--- src/hdl/lcdns_pkg.sv ---
// Package for the character LCD nibble sequencer.
// Holds the opcode and register codes, the command constants, the init tables
// and the structs shared between the modules. No dependencies.
`default_nettype none

package lcdns_pkg;

  typedef enum logic [2:0] {
    OP_DATA     = 3'd0,
    OP_COMMAND  = 3'd1,
    OP_LOCATE   = 3'd2,
    OP_CLEAR    = 3'd3,
    OP_CONTROL  = 3'd4,
    OP_FUNCTION = 3'd5,
    OP_ENTRY    = 3'd6,
    OP_INIT     = 3'd7
  } opcode_t;

  typedef enum logic [1:0] {
    REG_ENABLE_PULSE = 2'd0,
    REG_BYTE_SETTLE  = 2'd1,
    REG_CLEAR_WAIT   = 2'd2
  } reg_index_t;

  localparam int unsigned CfgAddrWidth = 4;
  localparam int unsigned CfgDataWidth = 32;

  localparam logic [7:0] LINE1_BASE   = 8'h80;
  localparam logic [7:0] LINE2_BASE   = 8'hC0;
  localparam logic [7:0] CMD_FUNCTION = 8'h20;
  localparam logic [7:0] CMD_CONTROL  = 8'h08;
  localparam logic [7:0] CMD_ENTRY    = 8'h04;
  localparam logic [7:0] CMD_CLEAR    = 8'h01;

  localparam logic [15:0] POWER_ON_US = 16'd20000;

  localparam int unsigned StepWidth = 5;
  // Step numbers of the final event of a single byte and of the init request.
  localparam logic [StepWidth-1:0] BYTE_LAST_STEP = 5'd3;
  localparam logic [StepWidth-1:0] INIT_LAST_STEP = 5'd24;
  // Events that the four lone init nibbles occupy after the power-on event.
  localparam logic [StepWidth-1:0] INIT_NIBBLE_EVENTS = 5'd8;
  localparam logic [1:0]           INIT_CLEAR_SLOT    = 2'd2;

  typedef struct packed {
    logic [7:0]  enable_pulse;
    logic [9:0]  byte_settle;
    logic [13:0] clear_wait;
  } cfg_t;

  typedef struct packed {
    logic                 load;
    logic                 emit;
    logic [StepWidth-1:0] step;
  } dp_cmd_t;

  typedef struct packed {
    logic skip;
    logic slot_free;
    logic last;
  } dp_status_t;

  function automatic logic [3:0] init_nibble(input logic [1:0] idx);
    logic [3:0] nib;
    case (idx)
      2'd3:    nib = 4'b0010;
      default: nib = 4'b0011;
    endcase
    return nib;
  endfunction

  function automatic logic [15:0] init_extra(input logic [1:0] idx);
    logic [15:0] us;
    case (idx)
      2'd0:    us = 16'd10000;
      2'd1:    us = 16'd15000;
      default: us = 16'd80;
    endcase
    return us;
  endfunction

  function automatic logic [7:0] init_byte(input logic [1:0] idx);
    logic [7:0] b;
    case (idx)
      2'd0:    b = CMD_FUNCTION | 8'h08;
      2'd1:    b = CMD_CONTROL | 8'h03;
      2'd2:    b = CMD_CLEAR;
      default: b = CMD_ENTRY | 8'h02;
    endcase
    return b;
  endfunction

endpackage

`default_nettype wire

--- src/hdl/lcdns_if.sv ---
// Valid/ready channel interfaces of the LCD nibble sequencer: the request
// channel and the pin event channel. No dependencies.
`default_nettype none

interface lcdns_in_if;
  logic       valid;
  logic       ready;
  logic [2:0] opcode;
  logic [7:0] data_byte;
  logic       row;
  logic [5:0] column;
  logic [2:0] flags;

  modport source (output valid, opcode, data_byte, row, column, flags, input ready);
  modport sink (input valid, opcode, data_byte, row, column, flags, output ready);
endinterface

interface lcdns_out_if;
  logic        valid;
  logic        ready;
  logic        reg_select;
  logic [3:0]  nibble;
  logic        enable;
  logic [15:0] hold_us;
  logic        last;

  modport source (output valid, reg_select, nibble, enable, hold_us, last, input ready);
  modport sink (input valid, reg_select, nibble, enable, hold_us, last, output ready);
endinterface

`default_nettype wire

--- src/hdl/lcdns_cfg.sv ---
// APB-style register block holding the three timing registers.
// Depends on lcdns_pkg.
`default_nettype none

module lcdns_cfg (
  input  wire logic                              clk,
  input  wire logic                              rst_n,
  input  wire logic                              psel,
  input  wire logic                              penable,
  input  wire logic                              pwrite,
  input  wire logic [lcdns_pkg::CfgAddrWidth-1:0] paddr,
  input  wire logic [lcdns_pkg::CfgDataWidth-1:0] pwdata,
  output logic      [lcdns_pkg::CfgDataWidth-1:0] prdata,
  output logic                                   pready,
  output lcdns_pkg::cfg_t                        cfg
);
  import lcdns_pkg::*;

  logic [7:0]  enable_pulse_r, enable_pulse_nxt;
  logic [9:0]  byte_settle_r, byte_settle_nxt;
  logic [13:0] clear_wait_r, clear_wait_nxt;
  logic        wr_en;
  reg_index_t  idx;

  assign pready = 1'b1;
  assign wr_en  = psel & penable & pwrite;
  assign idx    = reg_index_t'(paddr[3:2]);

  always_comb begin
    enable_pulse_nxt = enable_pulse_r;
    byte_settle_nxt  = byte_settle_r;
    clear_wait_nxt   = clear_wait_r;
    if (wr_en) begin
      case (idx)
        REG_ENABLE_PULSE: enable_pulse_nxt = pwdata[7:0];
        REG_BYTE_SETTLE:  byte_settle_nxt  = pwdata[9:0];
        REG_CLEAR_WAIT:   clear_wait_nxt   = pwdata[13:0];
        default: ;
      endcase
    end
  end

  always_ff @(posedge clk) begin
    if (!rst_n) begin
      enable_pulse_r <= 8'd6;
      byte_settle_r  <= 10'd100;
      clear_wait_r   <= 14'd5000;
    end else begin
      enable_pulse_r <= enable_pulse_nxt;
      byte_settle_r  <= byte_settle_nxt;
      clear_wait_r   <= clear_wait_nxt;
    end
  end

  always_comb begin
    case (idx)
      REG_ENABLE_PULSE: prdata = {24'd0, enable_pulse_r};
      REG_BYTE_SETTLE:  prdata = {22'd0, byte_settle_r};
      REG_CLEAR_WAIT:   prdata = {18'd0, clear_wait_r};
      default:          prdata = '0;
    endcase
  end

  assign cfg.enable_pulse = enable_pulse_r;
  assign cfg.byte_settle  = byte_settle_r;
  assign cfg.clear_wait   = clear_wait_r;

endmodule

`default_nettype wire

--- src/hdl/lcdns_ctrl.sv ---
// Controller of the LCD nibble sequencer: accepts requests and walks the
// event step counter. Depends on lcdns_pkg.
`default_nettype none

module lcdns_ctrl (
  input  wire logic                  clk,
  input  wire logic                  rst_n,
  input  wire logic                  in_valid,
  output logic                       in_ready,
  input  wire lcdns_pkg::dp_status_t status,
  output lcdns_pkg::dp_cmd_t         cmd
);
  import lcdns_pkg::*;

  typedef enum logic [1:0] {
    ST_IDLE = 2'b01,
    ST_EMIT = 2'b10
  } state_t;

  state_t               state_r, state_nxt;
  logic [StepWidth-1:0] step_r, step_nxt;

  always_comb begin
    state_nxt = state_r;
    step_nxt  = step_r;
    in_ready  = 1'b0;
    cmd.load  = 1'b0;
    cmd.emit  = 1'b0;
    case (state_r)
      ST_IDLE: begin
        in_ready = 1'b1;
        if (in_valid) begin
          cmd.load = 1'b1;
          step_nxt = '0;
          // A zero data character produces no events at all.
          if (!status.skip) begin
            state_nxt = ST_EMIT;
          end
        end
      end
      ST_EMIT: begin
        if (status.slot_free) begin
          cmd.emit = 1'b1;
          step_nxt = step_r + 1'b1;
          if (status.last) begin
            state_nxt = ST_IDLE;
          end
        end
      end
      default: begin
        state_nxt = ST_IDLE;
      end
    endcase
  end

  assign cmd.step = step_r;

  always_ff @(posedge clk) begin
    if (!rst_n) begin
      state_r <= ST_IDLE;
      step_r  <= '0;
    end else begin
      state_r <= state_nxt;
      step_r  <= step_nxt;
    end
  end

endmodule

`default_nettype wire

--- src/hdl/lcdns_dp.sv ---
// Datapath of the LCD nibble sequencer: request decode, event generation
// per step and the output event register. Depends on lcdns_pkg.
`default_nettype none

module lcdns_dp #(
  parameter int unsigned LINE_COLUMNS = 40
) (
  input  wire logic                  clk,
  input  wire logic                  rst_n,
  input  wire logic [2:0]            in_opcode,
  input  wire logic [7:0]            in_data_byte,
  input  wire logic                  in_row,
  input  wire logic [5:0]            in_column,
  input  wire logic [2:0]            in_flags,
  input  wire lcdns_pkg::cfg_t       cfg,
  input  wire lcdns_pkg::dp_cmd_t    cmd,
  output lcdns_pkg::dp_status_t      status,
  output logic                       out_valid,
  input  wire logic                  out_ready,
  output logic                       out_reg_select,
  output logic [3:0]                 out_nibble,
  output logic                       out_enable,
  output logic [15:0]                out_hold_us,
  output logic                       out_last
);
  import lcdns_pkg::*;

  localparam logic [5:0] MaxColumn = 6'(LINE_COLUMNS - 1);

  // Request held for the duration of its events.
  logic [7:0] byte_r, byte_nxt;
  logic       rs_r, rs_nxt;
  logic       clr_r, clr_nxt;
  logic       init_r, init_nxt;

  logic        valid_r, valid_nxt;
  logic        ev_rs_r;
  logic [3:0]  ev_nibble_r;
  logic        ev_enable_r;
  logic [15:0] ev_hold_r;
  logic        ev_last_r;

  opcode_t    op;
  logic [5:0] col_sat;

  logic [StepWidth-1:0] k, kb;
  logic [3:0]           j;
  logic [7:0]           cur_byte;
  logic                 cur_clr;
  logic [3:0]           ev_nibble;
  logic                 ev_enable;
  logic [15:0]          ev_hold;
  logic                 ev_last;
  logic [15:0]          settle_sum;

  assign op      = opcode_t'(in_opcode);
  assign col_sat = (in_column > MaxColumn) ? MaxColumn : in_column;

  always_comb begin
    byte_nxt = byte_r;
    rs_nxt   = rs_r;
    clr_nxt  = clr_r;
    init_nxt = init_r;
    if (cmd.load) begin
      byte_nxt = in_data_byte;
      rs_nxt   = 1'b0;
      clr_nxt  = 1'b0;
      init_nxt = 1'b0;
      case (op)
        OP_DATA:     rs_nxt = 1'b1;
        OP_COMMAND:  byte_nxt = in_data_byte;
        OP_LOCATE:   byte_nxt = (in_row ? LINE2_BASE : LINE1_BASE) + {2'b00, col_sat};
        OP_CLEAR: begin
          byte_nxt = CMD_CLEAR;
          clr_nxt  = 1'b1;
        end
        OP_CONTROL:  byte_nxt = CMD_CONTROL | {5'd0, in_flags};
        OP_FUNCTION: byte_nxt = CMD_FUNCTION | {4'd0, in_flags[1:0], 2'b00};
        OP_ENTRY:    byte_nxt = CMD_ENTRY | {6'd0, in_flags[1:0]};
        OP_INIT:     init_nxt = 1'b1;
        default:     init_nxt = 1'b1;
      endcase
    end
  end

  // Event for the current step. Init steps past the lone nibbles and every
  // other request share the four-event byte pattern.
  always_comb begin
    k          = cmd.step - 1'b1;
    kb         = k - INIT_NIBBLE_EVENTS;
    j          = cmd.step[3:0];
    cur_byte   = byte_r;
    cur_clr    = clr_r;
    if (init_r) begin
      j        = kb[3:0];
      cur_byte = init_byte(kb[3:2]);
      cur_clr  = (kb[3:2] == INIT_CLEAR_SLOT);
    end
    settle_sum = {6'd0, cfg.byte_settle} + (cur_clr ? {2'd0, cfg.clear_wait} : 16'd0);
    ev_nibble  = j[1] ? cur_byte[3:0] : cur_byte[7:4];
    ev_enable  = ~j[0];
    ev_hold    = {8'd0, cfg.enable_pulse} + ((j[1] & j[0]) ? settle_sum : 16'd0);
    if (init_r) begin
      if (cmd.step == '0) begin
        ev_nibble = 4'd0;
        ev_enable = 1'b0;
        ev_hold   = POWER_ON_US;
      end else if (k < INIT_NIBBLE_EVENTS) begin
        ev_nibble = init_nibble(k[2:1]);
        ev_enable = ~k[0];
        ev_hold   = {8'd0, cfg.enable_pulse} + (k[0] ? init_extra(k[2:1]) : 16'd0);
      end
    end
    ev_last = (cmd.step == (init_r ? INIT_LAST_STEP : BYTE_LAST_STEP));
  end

  always_comb begin
    valid_nxt = valid_r;
    if (cmd.emit) begin
      valid_nxt = 1'b1;
    end else if (out_ready) begin
      valid_nxt = 1'b0;
    end
  end

  always_ff @(posedge clk) begin
    if (!rst_n) begin
      valid_r <= 1'b0;
    end else begin
      valid_r <= valid_nxt;
    end
  end

  always_ff @(posedge clk) begin
    byte_r <= byte_nxt;
    rs_r   <= rs_nxt;
    clr_r  <= clr_nxt;
    init_r <= init_nxt;
    if (cmd.emit) begin
      ev_rs_r     <= rs_r;
      ev_nibble_r <= ev_nibble;
      ev_enable_r <= ev_enable;
      ev_hold_r   <= ev_hold;
      ev_last_r   <= ev_last;
    end
  end

  assign status.skip      = (op == OP_DATA) && (in_data_byte == 8'd0);
  assign status.slot_free = ~valid_r | out_ready;
  assign status.last      = ev_last;

  assign out_valid      = valid_r;
  assign out_reg_select = ev_rs_r;
  assign out_nibble     = ev_nibble_r;
  assign out_enable     = ev_enable_r;
  assign out_hold_us    = ev_hold_r;
  assign out_last       = ev_last_r;

endmodule

`default_nettype wire

--- src/hdl/char_lcd_nibble_sequencer.sv ---
// Top level of the character LCD nibble sequencer (4-bit display interface).
// Depends on lcdns_pkg, lcdns_if, lcdns_cfg, lcdns_ctrl and lcdns_dp.
//
// Usage: each transaction on in_ch is one display request (opcode, data_byte,
// row, column, flags). The block answers with a burst of pin events on
// out_ch, each giving RS, DB7..DB4, E and a hold time in microseconds; the
// final event of a request carries last. A byte request gives 4 events, the
// init request 25, and a data request with a zero character none.
// An accepted request is held in the datapath while the controller steps
// through its events, each of which is registered in the output register.
// Throughput: one event per cycle while out_ch is ready, set by the step
// counter of the controller. A new request is taken once the final event
// of the previous one sits in the output register.
// When the receiver stalls, the current event holds in the output register
// and the step counter waits. Reset clears the controller and the output
// valid and loads the timing registers with 6, 100 and 5000 us. The timing
// registers sit on the cfg_ APB port at byte addresses 0, 4 and 8. The user
// must write them only while the block is idle; the block does not enforce it.
`default_nettype none

module char_lcd_nibble_sequencer #(
  parameter int unsigned LINE_COLUMNS = 40
) (
  input  wire logic                               clk,
  input  wire logic                               rst_n,
  lcdns_in_if.sink                                in_ch,
  lcdns_out_if.source                             out_ch,
  input  wire logic                               cfg_psel,
  input  wire logic                               cfg_penable,
  input  wire logic                               cfg_pwrite,
  input  wire logic [lcdns_pkg::CfgAddrWidth-1:0] cfg_paddr,
  input  wire logic [lcdns_pkg::CfgDataWidth-1:0] cfg_pwdata,
  output logic      [lcdns_pkg::CfgDataWidth-1:0] cfg_prdata,
  output logic                                    cfg_pready
);
  import lcdns_pkg::*;

  cfg_t       cfg;
  dp_cmd_t    cmd;
  dp_status_t status;

  lcdns_cfg u_cfg (
    .clk     (clk),
    .rst_n   (rst_n),
    .psel    (cfg_psel),
    .penable (cfg_penable),
    .pwrite  (cfg_pwrite),
    .paddr   (cfg_paddr),
    .pwdata  (cfg_pwdata),
    .prdata  (cfg_prdata),
    .pready  (cfg_pready),
    .cfg     (cfg)
  );

  lcdns_ctrl u_ctrl (
    .clk      (clk),
    .rst_n    (rst_n),
    .in_valid (in_ch.valid),
    .in_ready (in_ch.ready),
    .status   (status),
    .cmd      (cmd)
  );

  lcdns_dp #(
    .LINE_COLUMNS (LINE_COLUMNS)
  ) u_dp (
    .clk            (clk),
    .rst_n          (rst_n),
    .in_opcode      (in_ch.opcode),
    .in_data_byte   (in_ch.data_byte),
    .in_row         (in_ch.row),
    .in_column      (in_ch.column),
    .in_flags       (in_ch.flags),
    .cfg            (cfg),
    .cmd            (cmd),
    .status         (status),
    .out_valid      (out_ch.valid),
    .out_ready      (out_ch.ready),
    .out_reg_select (out_ch.reg_select),
    .out_nibble     (out_ch.nibble),
    .out_enable     (out_ch.enable),
    .out_hold_us    (out_ch.hold_us),
    .out_last       (out_ch.last)
  );

  // No event is produced in a cycle in which a request can be taken.
  assert property (@(posedge clk) disable iff (!rst_n) in_ch.ready |-> !cmd.emit)
    else $error("event emitted while accepting requests");

  // A request that yields events blocks the input until its final event.
  assert property (@(posedge clk) disable iff (!rst_n)
    (in_ch.valid && in_ch.ready && !status.skip) |=> !in_ch.ready)
    else $error("input ready right after a request with events");

  // Once the final event is loaded the block is ready for the next request.
  assert property (@(posedge clk) disable iff (!rst_n)
    (cmd.emit && status.last) |=> (in_ch.ready && out_ch.valid && out_ch.last))
    else $error("final event not followed by idle");

endmodule

`default_nettype wire

--- src/flat_wrapper.sv ---
// flat-port wrapper written by rule: the top's interface ports become plain ports
module char_lcd_nibble_sequencer_flat import lcdns_pkg::*;
#(
  parameter int unsigned LINE_COLUMNS = 40
)
  (clk, rst_n, cfg_psel, cfg_penable, cfg_pwrite, cfg_paddr, cfg_pwdata, cfg_prdata, cfg_pready, in_ch_valid, in_ch_opcode, in_ch_data_byte, in_ch_row, in_ch_column, in_ch_flags, in_ch_ready, out_ch_valid, out_ch_reg_select, out_ch_nibble, out_ch_enable, out_ch_hold_us, out_ch_last, out_ch_ready);
  lcdns_in_if in_ch_i ();
  lcdns_out_if out_ch_i ();
  input  wire logic clk;
  input  wire logic rst_n;
  input  wire logic cfg_psel;
  input  wire logic cfg_penable;
  input  wire logic cfg_pwrite;
  input  wire logic [lcdns_pkg::CfgAddrWidth-1:0] cfg_paddr;
  input  wire logic [lcdns_pkg::CfgDataWidth-1:0] cfg_pwdata;
  output logic      [lcdns_pkg::CfgDataWidth-1:0] cfg_prdata;
  output logic cfg_pready;
  input wire logic [$bits(in_ch_i.valid)-1:0] in_ch_valid;
  input wire logic [$bits(in_ch_i.opcode)-1:0] in_ch_opcode;
  input wire logic [$bits(in_ch_i.data_byte)-1:0] in_ch_data_byte;
  input wire logic [$bits(in_ch_i.row)-1:0] in_ch_row;
  input wire logic [$bits(in_ch_i.column)-1:0] in_ch_column;
  input wire logic [$bits(in_ch_i.flags)-1:0] in_ch_flags;
  output wire logic [$bits(in_ch_i.ready)-1:0] in_ch_ready;
  output wire logic [$bits(out_ch_i.valid)-1:0] out_ch_valid;
  output wire logic [$bits(out_ch_i.reg_select)-1:0] out_ch_reg_select;
  output wire logic [$bits(out_ch_i.nibble)-1:0] out_ch_nibble;
  output wire logic [$bits(out_ch_i.enable)-1:0] out_ch_enable;
  output wire logic [$bits(out_ch_i.hold_us)-1:0] out_ch_hold_us;
  output wire logic [$bits(out_ch_i.last)-1:0] out_ch_last;
  input wire logic [$bits(out_ch_i.ready)-1:0] out_ch_ready;
  assign in_ch_i.valid = in_ch_valid;
  assign in_ch_i.opcode = in_ch_opcode;
  assign in_ch_i.data_byte = in_ch_data_byte;
  assign in_ch_i.row = in_ch_row;
  assign in_ch_i.column = in_ch_column;
  assign in_ch_i.flags = in_ch_flags;
  assign in_ch_ready = in_ch_i.ready;
  assign out_ch_valid = out_ch_i.valid;
  assign out_ch_reg_select = out_ch_i.reg_select;
  assign out_ch_nibble = out_ch_i.nibble;
  assign out_ch_enable = out_ch_i.enable;
  assign out_ch_hold_us = out_ch_i.hold_us;
  assign out_ch_last = out_ch_i.last;
  assign out_ch_i.ready = out_ch_ready;
  char_lcd_nibble_sequencer #(.LINE_COLUMNS(LINE_COLUMNS)) u_core (.clk(clk), .rst_n(rst_n), .in_ch(in_ch_i), .out_ch(out_ch_i), .cfg_psel(cfg_psel), .cfg_penable(cfg_penable), .cfg_pwrite(cfg_pwrite), .cfg_paddr(cfg_paddr), .cfg_pwdata(cfg_pwdata), .cfg_prdata(cfg_prdata), .cfg_pready(cfg_pready));
endmodule
--- config.mk ---
export PLATFORM = sky130hd
export DESIGN_NAME = char_lcd_nibble_sequencer_flat
export DESIGN_NICKNAME = d
export VERILOG_FILES = /design/src/hdl/lcdns_pkg.sv /design/src/hdl/lcdns_if.sv /design/src/hdl/lcdns_cfg.sv /design/src/hdl/lcdns_ctrl.sv /design/src/hdl/lcdns_dp.sv /design/src/hdl/char_lcd_nibble_sequencer.sv /design/src/flat_wrapper.sv
export SDC_FILE = /design/constraint.sdc
export NUM_CORES = 1
export LEC_CHECK = 0
export ABC_CLOCK_PERIOD_IN_PS = 5200
export BUFFER_PORTS_ARGS = -buffer_cell sky130_fd_sc_hd__buf_2
export CAP_MARGIN = 20
export CORE_MARGIN = 1.5
export CORE_UTILIZATION = 40
export CTS_BUF_LIST = sky130_fd_sc_hd__clkbuf_8
export DETAILED_ROUTE_END_ITERATION = 7
export PLACE_DENSITY_LB_ADDON = 0.12
export SLEW_MARGIN = 10
export SYNTH_ARGS = -nofsm -noshare
export SYNTH_HDL_FRONTEND = slang
export SYNTH_SLANG_ARGS = --single-unit
export TNS_END_PERCENT = 1
--- constraint.sdc ---
create_clock -name clk -period 5.2 [get_ports clk]
set_clock_uncertainty 0.05 [all_clocks]
set_input_delay 0.26 -clock clk [delete_from_list [all_inputs] [get_ports clk]]
set_output_delay 0.26 -clock clk [all_outputs]
set_load 0.02 [all_outputs]
==> results.json <==
{
  "required_ns": 5.25,
  "syn_inst": 595,
  "postSynthAreaPerCell_sq_um": 8.504,
  "status": "finished, final reports clean",
  "crit_path_end_kind": "flop",
  "vias": 4309,
  "clock-sinks": 74,
  "ys_ff_latch": 74,
  "synthMostInstantiatedCell": "nand2_1",
  "crit_start": "u_core.u_ctrl.step_r[0]",
  "ctsResizeCount": 0,
  "worstPathMaxFanout": 13,
  "r2r_slack_ns": 0.38,
  "cpPeakStageDelay_ns": 0.40,
  "synth_area_leader_cell": "edfxtp_1",
  "floorplan.die.width_microns": 115.5,
  "cts_tree": "built",
  "viasPerCell": 5.099,
  "fin_crit_sh_pct": 92.67,
  "fillers": 1171,
  "n_antenna_cell": 0,
  "fp.coreArea_sq_um": 12160,
  "drc_errors": 0,
  "clock_latency_ns": 0.36,
  "ctsHoldBuffers": 0,
  "netlist.area_leader.share_pct": 20.18,
  "layout.nets": 768,
  "ys.flop_type": "dfxtp_1",
  "fin_tns_setup_ns": 0,
  "wire_per_inst_microns": 14.33,
  "async_flop_share_pct": 0,
  "cts_setup_buffers": 0,
  "clk_pin_slew_worst_paths_ns": 0.08,
  "numCtsBuffers": 9,
  "pre_cts_ws_ns": 0.09586,
  "relSlewSlack_pct": 43.17,
  "yosys-top-cells-count": "110 x nand2_1, 44 x nor2_1, 40 x dfxtp_1",
  "start_util_pct": 41.60,
  "r2r_cells": 21,
  "synthesis.area_sq_um": 5060,
  "crit_end": "u_core.u_dp.out_hold_us[12]",
  "die_h_microns": 115.5,
  "dr.pass1.iters": 4,
  "worstSetupStartpointType": "flop",
  "cp_common_cell": "ha_1",
  "synthDistinctLibCells": 66,
  "dp_cells": 828,
  "fin_crit_ns": 4.819,
  "first_global_vias": 3964,
  "setup_viol": 0,
  "ant_nets": 0,
  "critical_path_class": "flop to flop",
  "max_freq_ghz": 0.2075,
  "grt_usage_pct": 18.45,
  "cp_slowest_cell": "dfxtp_2",
  "fin_ws_ns": 0.3812,
  "drive_gt1_share_pct": 17.87,
  "worst_r2r_startpoint": "u_core.u_ctrl.step_r[0]",
  "overflow": 0,
  "pwr_density_cell_nw_per_um2": 235.7,
  "drtIter0Drc": 220,
  "yosysWarnings": 0,
  "tightest_slew_ns": 0.8515,
  "drv_slew": 0,
  "place_hpwl_microns": 9289,
  "place_congestion": 0.8940,
  "routed_wl_microns": 12110,
  "antenna_found_initial": 0,
  "cp_data_arrival_time_ns": 4.87,
  "leakage_uw": 0.002454,
  "root_buffer": "clkbuf_8",
  "grt_pass1_wl_microns": 19220,
  "vdd_drop_max_mv": 0.1324,
  "syn_to_final_growth_pct": 15.33,
  "final_core_util_pct": 47.98,
  "rsz0062_at_grt": "no",
  "numPortBuffers": 82,
  "cts_max_level": 3,
  "synth_area_leaders": "edfxtp_1 20%, dfxtp_1 16%, nand2_1 8.2%",
  "ioPinCount": 122,
  "dieArea_sq_um": 13330,
  "stdcell_count": 845,
  "synth_seq_area_share_pct": 36.00,
  "hp-start": "cfg_pwdata[8]",
  "synth_edf_count": 34,
  "core.rowCount": 40,
  "hold_path.class": "input pin to flop",
  "cap_violations": 0,
  "r2r_end": "u_core.u_dp.out_hold_us[12]",
  "clk_path_buf_depth": 2,
  "crit_chain": "inv_1 -> ha_1 -> xnor2_1 -> ha_1 -> mux2_4 -> and2_1 -> ha_1 -> inv_1 -> fa_1 -> and2b_1 -> o21ai_0 -> nand2b_1 -> xnor2_1 -> nor2_1 -> ha_1 -> o21ai_0 -> a21oi_1 -> o41ai_4 -> and3b_4 -> xnor2_1 -> o2bb2ai_1",
  "finalHoldViolations": 0,
  "grt_start_max_net_pins": 38
}
-- per-stage QoR --
step / total power (uW) / cell area [sq um] / hold slack, ns
global placement: 833.6 / 5567 / 0.3754
floorplan: 788.2 / 5127 / 0.3340
global route: 1435 / 5836 / 0.07594
finish: 1375 / 5836 / 0.08467
CTS: 1387 / 5811 / 0.06274
detailed placement: 835.7 / 5567 / 0.3884
-- cells by family after synthesis --
kind of cell | synth area share [%]
and+or+nand+nor | 22.30
AOI/OAI and AO/OA | 18.55
DFF | 36.00
buffers and inverters | 6.405
adders and majority gates | 8.358
xor gates and xnor gates | 4.847
muxes | 3.388
other | 0.1484
-- state kept, by name, indices dropped and copies added, names as in the netlist --
| register | flops |
|---|---|
| u_core.u_cfg.byte_settle_r | 10 |
| u_core.u_dp.out_hold_us | 16 |
| u_core.u_dp.out_nibble | 4 |
| u_core.u_dp.out_enable | 1 |
| u_core.u_ctrl.state_r | 2 |
| u_core.u_dp.out_reg_select | 1 |
| u_core.u_cfg.enable_pulse_r | 8 |
| u_core.u_dp.init_r | 1 |
| u_core.u_dp.out_last | 1 |
| u_core.u_cfg.clear_wait_r | 14 |
| u_core.u_dp.rs_r | 1 |
| u_core.u_dp.clr_r | 1 |
| u_core.u_dp.out_valid | 1 |
| u_core.u_dp.byte_r | 8 |
| u_core.u_ctrl.step_r | 5 |
-- layer usage --
metal  up-vias  share of wire, %  track usage [%]
li1       2205                 -                -
met1      1964                51            26.59
met2       127                43            28.09
met3        13               4.3            2.877
met4         0               1.2            6.502
met5         -                 0                0
-- power breakdown --
| group | total (uW) | internal (uW) | switching [uW] | leakage, uW |
|---|---|---|---|---|
| Clock | 552 | 330 | 222 | 0.000129 |
| Sequential | 636 | 627 | 8.48 | 0.000647 |
| Combinational | 188 | 68.6 | 120 | 0.00168 |
| Total | 1380 | 1030 | 350 | 0.00245 |
-- layout make-up --
| cell class | instances | area [sq um] | area share [%] |
|---|---|---|---|
| multi-input combinational | 474 | 3000 | 51.42 |
| sequential | 74 | 1823 | 31.24 |
| timing repair buffer | 91 | 475.5 | 8.148 |
| tap | 168 | 210.2 | 3.602 |
| clock buffer | 10 | 137.6 | 2.358 |
| clock inverter | 6 | 106.4 | 1.822 |
| inverter | 22 | 82.58 | 1.415 |
-- how the worst min path moves through the flow --
stage,end,slack (ns),depth (start not counted)
4_1_cts,u_core.u_cfg.clear_wait_r[12],0.06,3
5_1_grt,u_core.u_cfg.clear_wait_r[12],0.08,3
3_3_place_gp,u_core.u_dp.out_reg_select,0.38,0
3_5_place_dp,u_core.u_dp.out_reg_select,0.39,0
2_1_floorplan,u_core.u_cfg.byte_settle_r[2],0.33,2
6_report,u_core.u_cfg.clear_wait_r[8],0.08,3
-- worst max-delay path: cells and delay by family, from the launching register on --
kind                       cells  cell delay [ns]
buffers and inverters          2             0.21
DFF                            1             0.40
muxes                          1             0.25
xor gates and xnor gates       3             0.50
AOI/OAI and AO/OA              5             0.91
adders and majority gates      5             1.40
and+or+nand+nor                5             0.82
-- layout by cell type, fill, tap and decap left out, drive strengths merged, types with 10 or more instances in the layout --
master | Yosys | layout
edfxtp | 34 | 34
nand3 | 13 | 13
inv | 22 | 24
dfxtp | 40 | 40
buf | 24 | 91
conb | 2 | 20
a21oi | 24 | 24
xor2 | 17 | 17
nand2 | 110 | 110
nor3 | 11 | 11
ha | 29 | 29
nor2 | 44 | 44
mux2i | 13 | 13
a21boi | 25 | 25
clkbuf | 19 | 10
and2 | 20 | 20
o21ai | 28 | 28
xnor2 | 11 | 11
(Power assumes the default switching activity.)
